<file path="src/id3_pkg.sv">
package id3_pkg;

  // Result codes
  localparam logic [1:0] KIND_CHAR  = 2'd0;
  localparam logic [1:0] KIND_EMPTY = 2'd1;
  localparam logic [1:0] KIND_END   = 2'd2;
  localparam logic [1:0] KIND_TRUNC = 2'd3;

  // Text selector codes
  localparam logic TEXT_ARTIST = 1'b0;
  localparam logic TEXT_TITLE  = 1'b1;

  // Configuration register indexes
  localparam logic CFG_ARTIST_CAP = 1'b0;
  localparam logic CFG_TITLE_CAP  = 1'b1;

  localparam int CAP_W = 9;
  localparam logic [CAP_W-1:0] CAP_RESET = 9'd64;

  localparam int OFFSET_W = 29;

  // Frame identifiers
  localparam logic [31:0] ID_ARTIST = 32'h5450_4531;  // TPE1
  localparam logic [31:0] ID_TITLE  = 32'h5449_5432;  // TIT2

  typedef struct packed {
    logic [1:0]          result_kind;
    logic                which_text;
    logic [7:0]          text_char;
    logic                text_last;
    logic [OFFSET_W-1:0] audio_offset;
    logic                last_in_run;
  } result_t;

  // 28-bit syncsafe integer from four bytes, seven bits each
  function automatic logic [27:0] syncsafe(input logic [7:0] b0, input logic [7:0] b1,
                                           input logic [7:0] b2, input logic [7:0] b3);
    syncsafe = {b0[6:0], b1[6:0], b2[6:0], b3[6:0]};
  endfunction

endpackage

</file>
<file path="src/id3v2_tag_parser.sv">
// ID3v2 tag parser: walks the start of an audio file one byte at a time.
// Input channel (in_valid / in_stall): one file byte per request, with
// end_of_file marking the final byte; the parser restarts on the next byte.
// Output channel (out_valid / out_stall): one result per request: a text
// character of the artist or title, an empty-text marker, the tag end with
// the audio start offset, or a truncation error. last_in_run flags the
// final result caused by a byte (a byte causes zero, one or two).
// Config port (cfg_write / cfg_index / cfg_data): artist and title
// capacities; write them only while the parser is idle.
// Path: an accepted byte is captured in the input register, decoded from there,
// and its results are written to the result queue, whose head is presented.
// Throughput: one byte per cycle while the result queue has room; the single
// decode stage updates all the parser state from one registered byte. Two
// results of one byte leave one by one; a four-entry result queue absorbs that.
// Stalls: when the result queue cannot take two more results, the input
// register holds its byte and in_stall rises until the receiver drains.
// Reset: parser returns to the main header, capacities return to 64, and
// both channels come up empty.
module id3v2_tag_parser (
  input  logic                          clk,
  input  logic                          rst,
  input  logic                          in_valid,
  output logic                          in_stall,
  input  logic [7:0]                    byte_value,
  input  logic                          end_of_file,
  output logic                          out_valid,
  input  logic                          out_stall,
  output logic [1:0]                    result_kind,
  output logic                          which_text,
  output logic [7:0]                    text_char,
  output logic                          text_last,
  output logic [id3_pkg::OFFSET_W-1:0]  audio_offset,
  output logic                          last_in_run,
  input  logic                          cfg_write,
  input  logic                          cfg_index,
  input  logic [id3_pkg::CAP_W-1:0]     cfg_data
);

  logic [id3_pkg::CAP_W-1:0] artist_capacity, title_capacity;

  // Input register
  logic       ir_valid;
  logic [7:0] ir_byte;
  logic       ir_eof;

  logic             proc;
  logic             room;
  logic [1:0]       res_cnt;
  id3_pkg::result_t res0, res1, head;

  // Decode the held byte once the queue has space for both results
  assign proc     = ir_valid && room;
  assign in_stall = ir_valid && !room;

  always_ff @(posedge clk) begin
    if (rst) begin
      ir_valid <= 1'b0;
    end else if (!in_stall) begin
      ir_valid <= in_valid;
    end
  end

  always_ff @(posedge clk) begin
    if (!in_stall) begin
      ir_byte <= byte_value;
      ir_eof  <= end_of_file;
    end
  end

  always_ff @(posedge clk) begin
    if (rst) begin
      artist_capacity <= id3_pkg::CAP_RESET;
      title_capacity  <= id3_pkg::CAP_RESET;
    end else if (cfg_write) begin
      unique case (cfg_index)
        id3_pkg::CFG_ARTIST_CAP: artist_capacity <= cfg_data;
        id3_pkg::CFG_TITLE_CAP:  title_capacity  <= cfg_data;
        default: ;
      endcase
    end
  end

  id3_parse_core u_core (
    .clk        (clk),
    .rst        (rst),
    .take       (proc),
    .byte_in    (ir_byte),
    .eof_in     (ir_eof),
    .artist_cap (artist_capacity),
    .title_cap  (title_capacity),
    .res_cnt    (res_cnt),
    .res0       (res0),
    .res1       (res1)
  );

  id3_result_fifo u_fifo (
    .clk        (clk),
    .rst        (rst),
    .push       (proc),
    .push_cnt   (res_cnt),
    .push0      (res0),
    .push1      (res1),
    .pop        (out_valid && !out_stall),
    .room       (room),
    .head_valid (out_valid),
    .head       (head)
  );

  assign result_kind  = head.result_kind;
  assign which_text   = head.which_text;
  assign text_char    = head.text_char;
  assign text_last    = head.text_last;
  assign audio_offset = head.audio_offset;
  assign last_in_run  = head.last_in_run;

endmodule

</file>
<file path="src/id3_parse_core.sv">
module id3_parse_core (
  input  logic                          clk,
  input  logic                          rst,
  input  logic                          take,
  input  logic [7:0]                    byte_in,
  input  logic                          eof_in,
  input  logic [id3_pkg::CAP_W-1:0]     artist_cap,
  input  logic [id3_pkg::CAP_W-1:0]     title_cap,
  output logic [1:0]                    res_cnt,
  output id3_pkg::result_t              res0,
  output id3_pkg::result_t              res1
);

  typedef enum logic [3:0] {
    PH_MAIN, PH_EXT, PH_EXT_SKIP, PH_FRAME, PH_FRAME_SKIP,
    PH_TEXT_ENC, PH_TEXT_DATA, PH_TEXT_SKIP, PH_DONE
  } phase_t;

  phase_t      phase, phase_next;
  logic [3:0]  hdr_cnt, hdr_cnt_next;
  logic [7:0]  hbuf [10];
  logic [7:0]  hb [10];
  logic [27:0] tag_size, tag_size_next;
  logic [7:0]  tag_ver, tag_ver_next;
  logic [31:0] frame_size, frame_size_next;
  logic [31:0] skip_rem, skip_rem_next;
  logic [1:0]  frames_wanted, frames_wanted_next;
  logic        text_enc, text_enc_next;
  logic [8:0]  text_pos, text_pos_next;
  logic [8:0]  text_len, text_len_next;
  logic [7:0]  held, held_next;
  logic        text_sel, text_sel_next;

  logic        hdr_phase;
  logic        done_req;
  logic        a_v, t_v, e_v;
  id3_pkg::result_t a_res, t_res, e_res;
  logic [31:0] ext_sz, fsize, len32, fid;
  logic [8:0]  cap_eff;
  logic [27:0] end_off_unused;

  assign hdr_phase = (phase == PH_MAIN) || (phase == PH_EXT) || (phase == PH_FRAME);
  assign end_off_unused = tag_size;

  // Header bytes as seen with the current byte merged in
  always_comb begin
    for (int i = 0; i < 10; i++) begin
      hb[i] = (hdr_cnt == 4'(i)) ? byte_in : hbuf[i];
    end
  end

  always_comb begin
    phase_next         = phase;
    hdr_cnt_next       = hdr_cnt;
    tag_size_next      = tag_size;
    tag_ver_next       = tag_ver;
    frame_size_next    = frame_size;
    skip_rem_next      = skip_rem;
    frames_wanted_next = frames_wanted;
    text_enc_next      = text_enc;
    text_pos_next      = text_pos;
    text_len_next      = text_len;
    held_next          = held;
    text_sel_next      = text_sel;
    done_req = 1'b0;
    a_v = 1'b0;
    t_v = 1'b0;
    e_v = 1'b0;
    a_res = '0;
    t_res = '0;
    e_res = '0;
    ext_sz = '0;
    fsize = '0;
    len32 = '0;
    fid = '0;
    cap_eff = '0;

    unique case (phase)
      PH_MAIN: begin
        hdr_cnt_next = hdr_cnt + 4'd1;
        if (hdr_cnt == 4'd9) begin
          hdr_cnt_next = '0;
          if (hb[0] == 8'h49 && hb[1] == 8'h44 && hb[2] == 8'h33) begin
            tag_size_next = id3_pkg::syncsafe(hb[6], hb[7], hb[8], hb[9]);
            tag_ver_next  = hb[3];
            phase_next    = hb[5][6] ? PH_EXT : PH_FRAME;
          end else begin
            t_v = 1'b1;
            t_res.result_kind  = id3_pkg::KIND_END;
            t_res.audio_offset = '0;
            phase_next = PH_DONE;
          end
        end
      end
      PH_EXT: begin
        hdr_cnt_next = hdr_cnt + 4'd1;
        if (hdr_cnt == 4'd3) begin
          hdr_cnt_next  = '0;
          ext_sz        = {4'b0, id3_pkg::syncsafe(hb[0], hb[1], hb[2], hb[3])} - 32'd4;
          skip_rem_next = ext_sz;
          phase_next    = (ext_sz == '0) ? PH_FRAME : PH_EXT_SKIP;
        end
      end
      PH_EXT_SKIP, PH_FRAME_SKIP: begin
        skip_rem_next = skip_rem - 32'd1;
        if (skip_rem_next == '0) phase_next = PH_FRAME;
      end
      PH_FRAME: begin
        hdr_cnt_next = hdr_cnt + 4'd1;
        if (hdr_cnt == 4'd9) begin
          hdr_cnt_next = '0;
          if (hb[0] == 8'h00 || (hb[0] == 8'h33 && hb[1] == 8'h44 && hb[2] == 8'h49)) begin
            t_v = 1'b1;
            t_res.result_kind  = id3_pkg::KIND_END;
            t_res.audio_offset = {1'b0, tag_size} + 29'd10;
            phase_next = PH_DONE;
          end else begin
            fid = {hb[0], hb[1], hb[2], hb[3]};
            if (tag_ver == 8'd3) begin
              fsize = {hb[4], hb[5], hb[6], hb[7]};
            end else if (tag_ver == 8'd4) begin
              fsize = {4'b0, id3_pkg::syncsafe(hb[4], hb[5], hb[6], hb[7])};
            end
            frame_size_next = fsize;
            if (fid == id3_pkg::ID_ARTIST || fid == id3_pkg::ID_TITLE) begin
              text_sel_next = (fid == id3_pkg::ID_TITLE) ? id3_pkg::TEXT_TITLE
                                                         : id3_pkg::TEXT_ARTIST;
              phase_next = PH_TEXT_ENC;
            end else if (fsize == '0) begin
              phase_next = PH_FRAME;
            end else begin
              skip_rem_next = fsize;
              phase_next    = PH_FRAME_SKIP;
            end
          end
        end
      end
      PH_TEXT_ENC: begin
        cap_eff = text_sel ? title_cap : artist_cap;
        if (cap_eff == '0) cap_eff = 9'd1;
        len32           = frame_size - 32'd1;
        frame_size_next = len32;
        text_len_next   = len32[8:0];
        text_pos_next   = '0;
        if (len32 < {23'b0, cap_eff} && len32 != '0 && byte_in[7:1] == 7'd0) begin
          text_enc_next = byte_in[0];
          phase_next    = PH_TEXT_DATA;
        end else begin
          a_v = 1'b1;
          a_res.result_kind = id3_pkg::KIND_EMPTY;
          a_res.which_text  = text_sel;
          if (len32 == '0) begin
            done_req = 1'b1;
          end else begin
            skip_rem_next = len32;
            phase_next    = PH_TEXT_SKIP;
          end
        end
      end
      PH_TEXT_DATA: begin
        a_res.result_kind = id3_pkg::KIND_CHAR;
        a_res.which_text  = text_sel;
        if (!text_enc) begin
          a_v = 1'b1;
          a_res.text_char = byte_in;
          a_res.text_last = ({1'b0, text_pos} + 10'd1) == {1'b0, text_len};
        end else if (text_len > 9'd2 && text_pos == 9'd0) begin
          held_next = byte_in;
        end else if (text_len > 9'd2 && text_pos == 9'd1) begin
          // drop a little-endian byte-order mark
          if (!(held == 8'hFF && byte_in == 8'hFE)) begin
            a_v = 1'b1;
            a_res.text_char = held;
          end
        end else if (!text_pos[0]) begin
          a_v = 1'b1;
          a_res.text_char = byte_in;
          a_res.text_last = ({1'b0, text_pos} + 10'd2) >= {1'b0, text_len};
        end
        text_pos_next = text_pos + 9'd1;
        if (text_pos_next >= text_len) done_req = 1'b1;
      end
      PH_TEXT_SKIP: begin
        skip_rem_next = skip_rem - 32'd1;
        if (skip_rem_next == '0) done_req = 1'b1;
      end
      PH_DONE: begin
      end
      default: begin
      end
    endcase

    if (done_req) begin
      frames_wanted_next = (frames_wanted != 2'd0) ? frames_wanted - 2'd1 : 2'd0;
      if (frames_wanted_next == 2'd0) begin
        t_v = 1'b1;
        t_res.result_kind  = id3_pkg::KIND_END;
        t_res.audio_offset = {1'b0, end_off_unused} + 29'd10;
        phase_next = PH_DONE;
      end else begin
        phase_next = PH_FRAME;
      end
    end

    if (eof_in) begin
      e_v = (phase_next != PH_DONE);
      e_res.result_kind = id3_pkg::KIND_TRUNC;
      phase_next         = PH_MAIN;
      hdr_cnt_next       = '0;
      frames_wanted_next = 2'd2;
      text_sel_next      = id3_pkg::TEXT_ARTIST;
    end
  end

  // Pack up to two results in order and mark the last one
  always_comb begin
    res_cnt = 2'(a_v) + 2'(t_v) + 2'(e_v);
    res0 = a_v ? a_res : (t_v ? t_res : e_res);
    res1 = a_v ? (t_v ? t_res : e_res) : e_res;
    res0.last_in_run = (res_cnt == 2'd1);
    res1.last_in_run = 1'b1;
  end

  always_ff @(posedge clk) begin
    if (rst) begin
      phase         <= PH_MAIN;
      hdr_cnt       <= '0;
      frames_wanted <= 2'd2;
      text_sel      <= id3_pkg::TEXT_ARTIST;
    end else if (take) begin
      phase         <= phase_next;
      hdr_cnt       <= hdr_cnt_next;
      frames_wanted <= frames_wanted_next;
      text_sel      <= text_sel_next;
    end
  end

  always_ff @(posedge clk) begin
    if (take) begin
      if (hdr_phase) hbuf[hdr_cnt] <= byte_in;
      tag_size   <= tag_size_next;
      tag_ver    <= tag_ver_next;
      frame_size <= frame_size_next;
      skip_rem   <= skip_rem_next;
      text_enc   <= text_enc_next;
      text_pos   <= text_pos_next;
      text_len   <= text_len_next;
      held       <= held_next;
    end
  end

endmodule

</file>
<file path="src/id3_result_fifo.sv">
module id3_result_fifo (
  input  logic             clk,
  input  logic             rst,
  input  logic             push,
  input  logic [1:0]       push_cnt,
  input  id3_pkg::result_t push0,
  input  id3_pkg::result_t push1,
  input  logic             pop,
  output logic             room,
  output logic             head_valid,
  output id3_pkg::result_t head
);

  id3_pkg::result_t mem [4];
  logic [1:0] wr_ptr, rd_ptr;
  logic [2:0] count;
  logic [1:0] n_in;

  assign n_in       = push ? push_cnt : 2'd0;
  assign room       = (count <= 3'd2);
  assign head_valid = (count != 3'd0);
  assign head       = mem[rd_ptr];

  always_ff @(posedge clk) begin
    if (rst) begin
      wr_ptr <= '0;
      rd_ptr <= '0;
      count  <= '0;
    end else begin
      wr_ptr <= wr_ptr + n_in;
      if (pop) rd_ptr <= rd_ptr + 2'd1;
      count <= count + 3'(n_in) - 3'(pop);
    end
  end

  always_ff @(posedge clk) begin
    if (n_in != 2'd0) mem[wr_ptr] <= push0;
    if (n_in == 2'd2) mem[wr_ptr + 2'd1] <= push1;
  end

endmodule

</file>
<file path="config.mk">
export PLATFORM = sky130hd
export DESIGN_NAME = id3v2_tag_parser
export DESIGN_NICKNAME = d
export VERILOG_FILES = /design/src/id3_pkg.sv /design/src/id3v2_tag_parser.sv /design/src/id3_parse_core.sv /design/src/id3_result_fifo.sv
export SDC_FILE = /design/constraint.sdc
export NUM_CORES = 1
export LEC_CHECK = 0
export ABC_CLOCK_PERIOD_IN_PS = 8740
export BUFFER_PORTS_ARGS = -buffer_cell sky130_fd_sc_hd__buf_2
export CAP_MARGIN = 20
export CORE_AREA = 2 2 304 306
export DETAILED_ROUTE_END_ITERATION = 10
export DIE_AREA = 0 0 306 308
export GPL_ROUTABILITY_DRIVEN = 0
export SLEW_MARGIN = 10
export SYNTH_ARGS = -nofsm -noshare
export SYNTH_HDL_FRONTEND = slang
export SYNTH_SLANG_ARGS = --single-unit
</file>
<file path="constraint.sdc">
create_clock -name clk -period 8.74 [get_ports clk]
set_clock_uncertainty 0.2 [all_clocks]
set_input_delay 1.748 -clock clk [delete_from_list [all_inputs] [get_ports clk]]
set_output_delay 1.748 -clock clk [all_outputs]
set_load 0.05 [all_outputs]
</file>
; ---- After elaboration in Yosys (flattened, before gate mapping)
; Memories as Yosys holds them, arrays and structs flattened. A register that Yosys moved wholly into a read port is not among the register bits.
; Index checks and enable logic that the tools add are counted.
[word_totals]
regBits = 173
in_bits = 24
elab_cells = 253
ramBits = 248
memories = 2
[classes]
order_cmp = 5
n_reduce_logical = 56
n_addsub = 16
bitwise_logic = 1
mux = 113
eq_ne = 40
[mem_list]
columns = name, words, word_bits, rd, rd_ports_with_merged_regs, wr, line_no
row1 = u_fifo.mem, 4, 42, 1, 1, 2, id3_result_fifo.sv:14  ; id3_pkg::result_t mem [4];
row2 = u_core.hbuf, 10, 8, 9, 1, 1, id3_parse_core.sv:21  ; logic [7:0] hbuf [10];
[ops]
columns = cell, n
row1 = $mux W32, 13
row2 = $mux W29, 5
row3 = $logic_not A32 Y1, 4
row4 = $pmux W32 S4, 1
row5 = $mux W42, 3
row6 = $mux W8, 10
row7 = $eq A32 B31 Y1 const B, 2
row8 = $pmux W32 S2, 1
row9 = $sub A32 B1 Y32 const B, 2
row10 = $mux W9, 7
row11 = $mux W4, 15
row12 = $eq A4 B3 Y1 const B, 8
row13 = $lt A32 B9 Y1, 1
row14 = $mux W1, 32
row15 = $reduce_bool A32 Y1, 1
row16 = $mux W2, 15
row17 = $add A28 B4 Y29 const B, 1
row18 = $sub A28 B3 Y29 const B, 1
row19 = $mux W28, 1
row20 = $eq A8 B7 Y1 const B, 3
row21 = $pmux W4 S5, 1
row22 = $logic_not A9 Y1, 2
row23 = $pmux W9 S2, 1
row24 = $eq A4 B2 Y1 const B, 4
row25 = 51 further kinds, 97

; ---- Logic depth before layout (Yosys ltp)
; Gate-level depths: netlist (run 1).
[logic_depth]
depth_word = 23
depth_mapped = 25
depth_no_buf = 24

; ---- Cells and area by module
; A second synthesis (run 1) with hierarchy kept.
[unflattened]
hier_cells = 2052
area_unflattened_um2 = 24103.1
[modules_own_cells]
columns = mod, instances, area_each_um2, seq_area_each_um2, cells_each
row1 = id3_parse_core, 1, 14303.7, 6165.9, 1506
row2 = id3_result_fifo, 1, 8704.6, 5225.0, 460
row3 = id3v2_tag_parser, 1, 1094.8, 650.6, 86

; ---- Least setup slack after synthesis (run 1)
; No wires, ideal clock.
[synth_path]
kind = register to register
start = reg u_core.hdr_cnt[0]
end = mem u_fifo.mem[3][10] in the netlist's numbering (enable)
arrival_time_ps = 5665
stages_incl_launch_ff = 22
t_required_ps = 8143
path_buffers = 3
path_slack_ps = 2478
path_cell_list = dfxtp_1 ha_1 or3b_2 clkbuf_1 clkbuf_1 mux2i_1 ha_1 o211a_1 nand4_1 nor4_1 nand2_1 xor2_1 or4_1 o211ai_1 o21ai_1 a41oi_1 fa_1 o21ai_1 nor2_1 nor2_1 clkbuf_1 inv_1
[synth_rtl]
columns = element, line_no
row1 = from (decl), id3_parse_core.sv:20  ; logic [3:0] hdr_cnt, hdr_cnt_next;
row2 = from (signal assigned), id3_parse_core.sv:232  ; hdr_cnt <= hdr_cnt_next;
row3 = to (decl), id3_result_fifo.sv:14

==> out/qor.csv, run 1 <==
stage,metric,value,unit
run_status,status,finished clean,
yosys,yosys_register_bits,414,
finish,multiInputGateArea,10300,sq um
job,cap_violations,0,
finish,drive_above_1_share,0.128,
power_and_ir_drop,p_leak,8.92,nW
finish,regArea,11600,sq um
cts,cts_tree,done,
setup_path,cp.required,8.83,ns
timing,finalHoldViolations,0,
cts,cts-root-buf,clkbuf_16,
yosys,netlist_area,22500,sq um
yosys,synth_edf_count,331,
die,die_y,308,um
die,coreArea,91000,sq um
yosys,yosysMostFrequentCell,edfxtp_1,
global_route,grt_pass1_vias,16418,
global_route,track_usage,0.140,
drt,dr.pass1.iters,6,
timing,rsz0062_at_grt,no,
cts,postCtsSetupBuffers,0,
die,io_pins,68,
cts,clock_latency,0.61,ns
finish,finalNetCount,2200,
timing,fin_hold_ws,0.217,ns
drt,routedWlPerCell,20.0,um
power_and_ir_drop,p_total,4.90,mW
timing,tns,0,ns
timing,tightest_slew,1.12,ns
global_route,grt_max_degree,43,
global_route,antenna_found_initial,1,
drt,drt-initial-drc-count,1891,
drt,vias,17086,
yosys,synth_top_area_cell,edfxtp_1,
placement,dpl.hpwl,48500,um
yosys,yosysUniqueCellTypes,88,
yosys,netlist_top_cells_count,"edfxtp_1, nor2_1, nand2_1",
timing,fmax,129,MHz
power_and_ir_drop,ir_worst_vdd,0.000159,V
placement,port-buffer-count,67,
drt,drc_errors,0,
setup_path,start_kind,flip-flop,
yosys,syn_inst,2089,
yosys,synth_area_per_cell,10.8,sq um
cts,clk_pin_slew_worst_paths,0.06,ns
setup_path,cp-end-kind,flip-flop,
timing,setup_viol,0,
cts,htreeDepth,2,
timing,min_period,7.76,ns
placement,placedCellCount,3262,
timing,drv_slew,0,
finish,area_growth_syn_to_layout,14.3,%
cts,clockBufferDepth,3,
yosys,synth.net_count,2161,
yosys,synthArstFlopShare,0,
finish,fillerInstances,9330,
finish,utilization,0.283,
worst_hold_path,min_path_type,reg2reg,
die,dieArea,94200,sq um
cts,postCtsResizedCells,0,
cts,numCtsBuffers,47,
setup_path,cp.arrival,7.85,ns
drt,ant_nets,0,
drt,via_per_inst,5.10,
setup_path,worstSetupPathType,reg2reg,
die,die_x,306,um
power_and_ir_drop,power.density,190,nW/um^2
finish,instances_no_fill,3353,
timing,fin_crit_sh,0.888,
yosys,synthTopCellsByArea,"edfxtp_1, dfxtp_1, nor2_1",
yosys,yosysTopAreaCellShare,0.442,
yosys,ys_seq_area_frac,0.515,
global_route,grt_pass1_wl,103000,um
timing,slew_headroom,0.252,
yosys,synthFlopType,edfxtp_1,
die,row_count,111,
drt,routed_wl,67200,um
setup_path,crit_fanout,20,
cts,cts.sinks,414,
cts,hold_buffers,0,
global_route,gr-total-overflow,0,
die,initial_utilization,0.247,
yosys,yosysWarnings,0,
==> sequential cells by signal, summed over array words and instances, names as in the netlist, 2 cells and up, named ones only <==
| name | count |
|---|---|
| u_core.text_pos | 9 |
| u_core.hbuf | 71 |
| u_core.skip_rem | 32 |
| ir_byte | 8 |
| u_fifo.mem | 168 |
| artist_capacity | 9 |
| u_core.tag_ver | 8 |
| u_fifo.count | 3 |
| u_core.hdr_cnt | 4 |
| title_capacity | 9 |
| u_core.held | 8 |
| u_core.phase | 4 |
| u_fifo.rd_ptr | 2 |
| u_core.frames_wanted | 2 |
| u_core.text_len | 9 |
| u_core.frame_size | 32 |
| u_fifo.wr_ptr | 2 |
| u_core.end_off_unused | 28 |
==> cell type report <==
class / count / share of cell area
flip-flops and latches: 414 / 0.451
multi-input cells: 1501 / 0.399
well taps: 1186 / 0.0577
clock buffers: 57 / 0.0481
repair buffers: 101 / 0.0239
clock inverters: 30 / 0.0113
inverters: 63 / 0.00919
diodes: 1 / 0.0000973
==> path summary, 6_finish.rpt <==
path,start,to,slack (ns),depth (start not counted)
setup / recovery,u_core.frame_size[0]$_DFFE_PP_,u_fifo.mem[2][11]$_DFFE_PP_,0.98,21
hold / removal,u_core.hbuf[8][2]$_DFFE_PP_,u_core.end_off_unused[9]$_DFFE_PP_,0.22,0
hold reg to reg,u_core.hbuf[8][2]$_DFFE_PP_,u_core.end_off_unused[9]$_DFFE_PP_,0.22,0
setup reg to reg,u_core.frame_size[0]$_DFFE_PP_,u_fifo.mem[2][11]$_DFFE_PP_,0.98,21
==> per-layer routing <==
metal | track usage | vias to the layer above | share of wire
met3 | 0.0215 | 110 | 0.078
met2 | 0.225 | 732 | 0.46
met1 | 0.192 | 8344 | 0.43
met4 | 0.0474 | 0 | 0.028
met5 | 0 | - | 0
li1 | - | 7900 | -
==> metrics by stage <==
stage / cell area [sq um] / worst slack, ns
2_1_floorplan: 22500 / 2.48
3_3_place_gp: 24100 / 1.20
3_5_place_dp: 24100 / 1.10
4_1_cts: 25700 / 1.07
5_1_grt: 25700 / 0.453
6_report: 25700 / 0.977
==> kinds of logic after synthesis <==
kind of cell | share of synthesized area
buffers and inverters | 0.0315
XOR/XNOR | 0.0440
adder cells (fa/ha/maj) | 0.0273
AND/OR/NAND/NOR | 0.191
flip-flops | 0.515
multiplexers | 0.0837
AO/OA/AOI/OAI | 0.108
==> placed cells by master, fill, tap and decap left out, types with 14 or more instances in the layout <==
| cell type | synthesis | routed |
|---|---|---|
| nor2b_1 | 27 | 26 |
| xnor2_1 | 62 | 62 |
| a22o_1 | 32 | 32 |
| o22ai_1 | 38 | 38 |
| o21ai_0 | 70 | 70 |
| ha_1 | 46 | 46 |
| a21o_1 | 18 | 18 |
| nand4_1 | 31 | 31 |
| and3_1 | 16 | 16 |
| mux4_2 | 42 | 42 |
| mux2i_1 | 87 | 87 |
| nand3_1 | 61 | 61 |
| nor3_1 | 64 | 63 |
| xor2_1 | 51 | 51 |
| edfxtp_1 | 331 | 331 |
| dfxtp_1 | 83 | 81 |
| inv_1 | 63 | 63 |
| buf_4 | 1 | 31 |
| nor2_1 | 261 | 260 |
| buf_2 | 6 | 67 |
| or3_1 | 23 | 23 |
| clkbuf_16 | 0 | 48 |
| nand2_1 | 182 | 182 |
| nand2b_1 | 14 | 14 |
| nand3b_1 | 22 | 22 |
| nor4_1 | 45 | 43 |
| a21oi_1 | 84 | 83 |
==> power by group <==
group | switching (mW) | internal (mW)
Clock | 0.851 | 1.09
Sequential | 0.0437 | 2.17
Combinational | 0.516 | 0.231
Total | 1.41 | 3.49
==> critical path, cell delays in order (launching register included) <==
cell       delay (ns)
edfxtp_1         0.51
inv_1            0.16
ha_1             0.32
or4b_2           0.63
nor4_1           0.26
xor2_1           0.36
ha_1             0.31
nand4_1          0.12
nor2_1           0.06
a2111oi_0        0.31
o311ai_1         0.23
nor3_1           0.59
nand2b_1         0.25
o211ai_1         0.12
o21ai_1          0.23
a41oi_1          0.22
fa_1             0.69
o21ai_1          0.19
or2_2            0.40
and2_1           0.33
inv_1            0.52
buf_4            0.41
Power figures use the tool's default switching activity.
==> run 2: changes to the inputs <==
--- a/config.mk
+++ b/config.mk
@@ -8,10 +8,12 @@
 export ABC_CLOCK_PERIOD_IN_PS = 8740
 export BUFFER_PORTS_ARGS = -buffer_cell sky130_fd_sc_hd__buf_2
 export CAP_MARGIN = 20
-export CORE_AREA = 2 2 304 306
+export CORE_AREA = 2 2 197 199
 export DETAILED_ROUTE_END_ITERATION = 10
-export DIE_AREA = 0 0 306 308
+export DIE_AREA = 0 0 199 201
 export GPL_ROUTABILITY_DRIVEN = 0
+export PLACE_DENSITY = 0.77
+export RECOVER_POWER = 25
 export SLEW_MARGIN = 10
 export SYNTH_ARGS = -nofsm -noshare
 export SYNTH_HDL_FRONTEND = slang
==> run 2 against run 1 <==
The flow now finishes with violations (max-capacitance violations, max-slew violations); combinational power shrank 2%; clock power is essentially flat; die area fell by 58%; global-route usage increased by 17 points; critical path depth increased by 1; sequential share of layout area grew 1.8 points; critical path type unchanged.
==> out/qor.csv, run 2 (synthesis gave the netlist of run 1 again) <==
stage,metric,value,unit
global_route,track_usage,0.309,
die,row_count,72,
finish,multiInputGateArea,10200,sq um
global_route,grt_pass1_wl,95700,um
setup_path,crit_slowest_cell,nor4b_1,
finish,largest_reg_flops,168,
finish,top_register,u_fifo.mem,
finish,regArea,11600,sq um
power_and_ir_drop,power.density,196,nW/um^2
cts,htreeDepth,2,
die,coreArea,38100,sq um
timing,drv_slew,196,
run_status,status,"complete, but fails checks",
timing,slew_headroom,-0.277,
global_route,antenna_found_initial,0,
placement,dpl.hpwl,42900,um
die,die_x,199,um
cts,numCtsBuffers,44,
setup_path,crit_chain,"inv_1, ha_1, nor4b_1, nand2_1, xnor2_1, ha_1, a21o_1, a21o_1, a2111oi_0, o311ai_1, nor3_1, nand2b_1, o211ai_1, o21ai_1, a41oi_1, fa_1, o21ai_1, nor2_1, a21oi_1, inv_1, buf_4, o22a_1",
finish,final_common_cell,edfxtp_1,
die,initial_utilization,0.591,
timing,fmax,129,MHz
setup_path,start_kind,flip-flop,
placement,dpl_cell_area,23300,sq um
timing,rsz0062_at_grt,no,
timing,finalHoldViolations,0,
drt,drc_errors,0,
setup_path,max_stage_delay,0.78,ns
setup_path,cp.required,9.04,ns
setup_path,path_buf_inv,3,
cts,postCtsSetupBuffers,0,
cts,cts-root-buf,clkbuf_16,
global_route,grt_pass1_vias,17046,
finish,final_area,24700,sq um
run_status,violations,"max-capacitance violations, max-slew violations",
drt,drt-initial-drc-count,2421,
setup_path,cp-end-kind,flip-flop,
cts,cts.sinks,414,
global_route,gr-total-overflow,0,
die,die_y,201,um
cts,hold_buffers,0,
setup_path,r2r_setup_slack,0.99,ns
setup_path,cp.arrival,8.05,ns
finish,finalNetCount,2197,
timing,tightest_slew,1.91,ns
setup_path,crit_fanout,32,
finish,fillerInstances,2890,
timing,setup_viol,0,
drt,routedWlPerCell,23.1,um
placement,port-buffer-count,67,
finish,layout_common_cells,"edfxtp_1, nor2_1, nand2_1",
setup_path,worstSetupPathType,reg2reg,
finish,area_growth_syn_to_layout,9.91,%
power_and_ir_drop,ir_worst_vdd,0.000228,V
cts,postCtsResizedCells,0,
finish,n_antenna_cell,0,
placement,placedCellCount,2596,
drt,routed_wl,61800,um
finish,top_regs,"u_fifo.mem x168, u_core.hbuf x71",
job,cap_violations,6,
drt,dr.pass1.iters,6,
timing,fin_crit_sh,0.887,
worst_hold_path,min_path_type,reg2reg,
cts,clock_latency,0.61,ns
timing,min_period,7.75,ns
setup_path,crit_family,compound AO/OA/AOI/OAI gates,
finish,instances_no_fill,2678,
cts,clockBufferDepth,3,
drt,ant_nets,0,
die,io_pins,68,
global_route,grt_max_degree,43,
die,dieArea,40000,sq um
drt,vias,17597,
cts,cts_tree,done,
power_and_ir_drop,p_leak,8.84,nW
finish,drive_above_1_share,0.116,
finish,utilization,0.649,
drt,via_per_inst,6.57,
cts,clk_pin_slew_worst_paths,0.06,ns
timing,tns,0,ns
run 2: final cells by class:
| type | count | area share |
|---|---|---|
| inverters | 63 | 0.00956 |
| multi-input cells | 1501 | 0.413 |
| well taps | 518 | 0.0262 |
| repair buffers | 101 | 0.0218 |
| clock buffers | 56 | 0.0488 |
| flip-flops and latches | 414 | 0.469 |
| clock inverters | 25 | 0.0115 |
run 2: metal layers:
layer  up-vias  part of all wire  global-route usage  routed length (um)
li1       7912                 -                   -                   -
met1      8405              0.39               0.407               24100
met2      1035              0.46               0.494               28600
met3       245             0.094              0.0598                5820
met4         0             0.053               0.148                3290
met5         -                 0                   0                   0
run 2: where the power goes:
group	switching (mW)	internal, mW	total [mW]
registers	0.0353	2.17	2.21
clock network	0.809	1.11	1.92
logic	0.503	0.227	0.730
total	1.35	3.50	4.85
run 2: per-stage QoR:
stage / setup slack (ns) / power [mW] / hold slack [ns]
final: 0.986 / 4.85 / 0.223
after CTS: 1.36 / 4.87 / 0.220
after global placement: 1.75 / 2.97 / 0.202
after global routing: 0.518 / 4.99 / 0.236
after floorplan: 2.48 / 2.79 / 0.200
after detailed placement: 1.39 / 2.98 / 0.205
run 2: worst paths after layout:
| path | startpoint | end | depth (start not counted) |
|---|---|---|---|
| hold reg to reg | u_core.hbuf[8][6]$_DFFE_PP_ | u_core.end_off_unused[13]$_DFFE_PP_ | 0 |
| hold / removal | u_core.hbuf[8][6]$_DFFE_PP_ | u_core.end_off_unused[13]$_DFFE_PP_ | 0 |
| setup reg to reg | u_core.frame_size[0]$_DFFE_PP_ | u_fifo.mem[1][0]$_SDFFE_PP1N_ | 22 |
| setup / recovery | u_core.frame_size[0]$_DFFE_PP_ | u_fifo.mem[1][0]$_SDFFE_PP1N_ | 22 |
run 2: worst register-to-register path, cell delays in order, from the launching register on:
cell and delay (ns):
edfxtp_1 0.50, inv_1 0.15, ha_1 0.31, nor4b_1 0.78, nand2_1 0.15, xnor2_1 0.37
ha_1 0.32, a21o_1 0.18, a21o_1 0.17, a2111oi_0 0.46, o311ai_1 0.19, nor3_1 0.58
nand2b_1 0.23, o211ai_1 0.11, o21ai_1 0.19, a41oi_1 0.22, fa_1 0.62, o21ai_1 0.41
nor2_1 0.12, a21oi_1 0.78, inv_1 0.09, buf_4 0.31, o22a_1 0.23
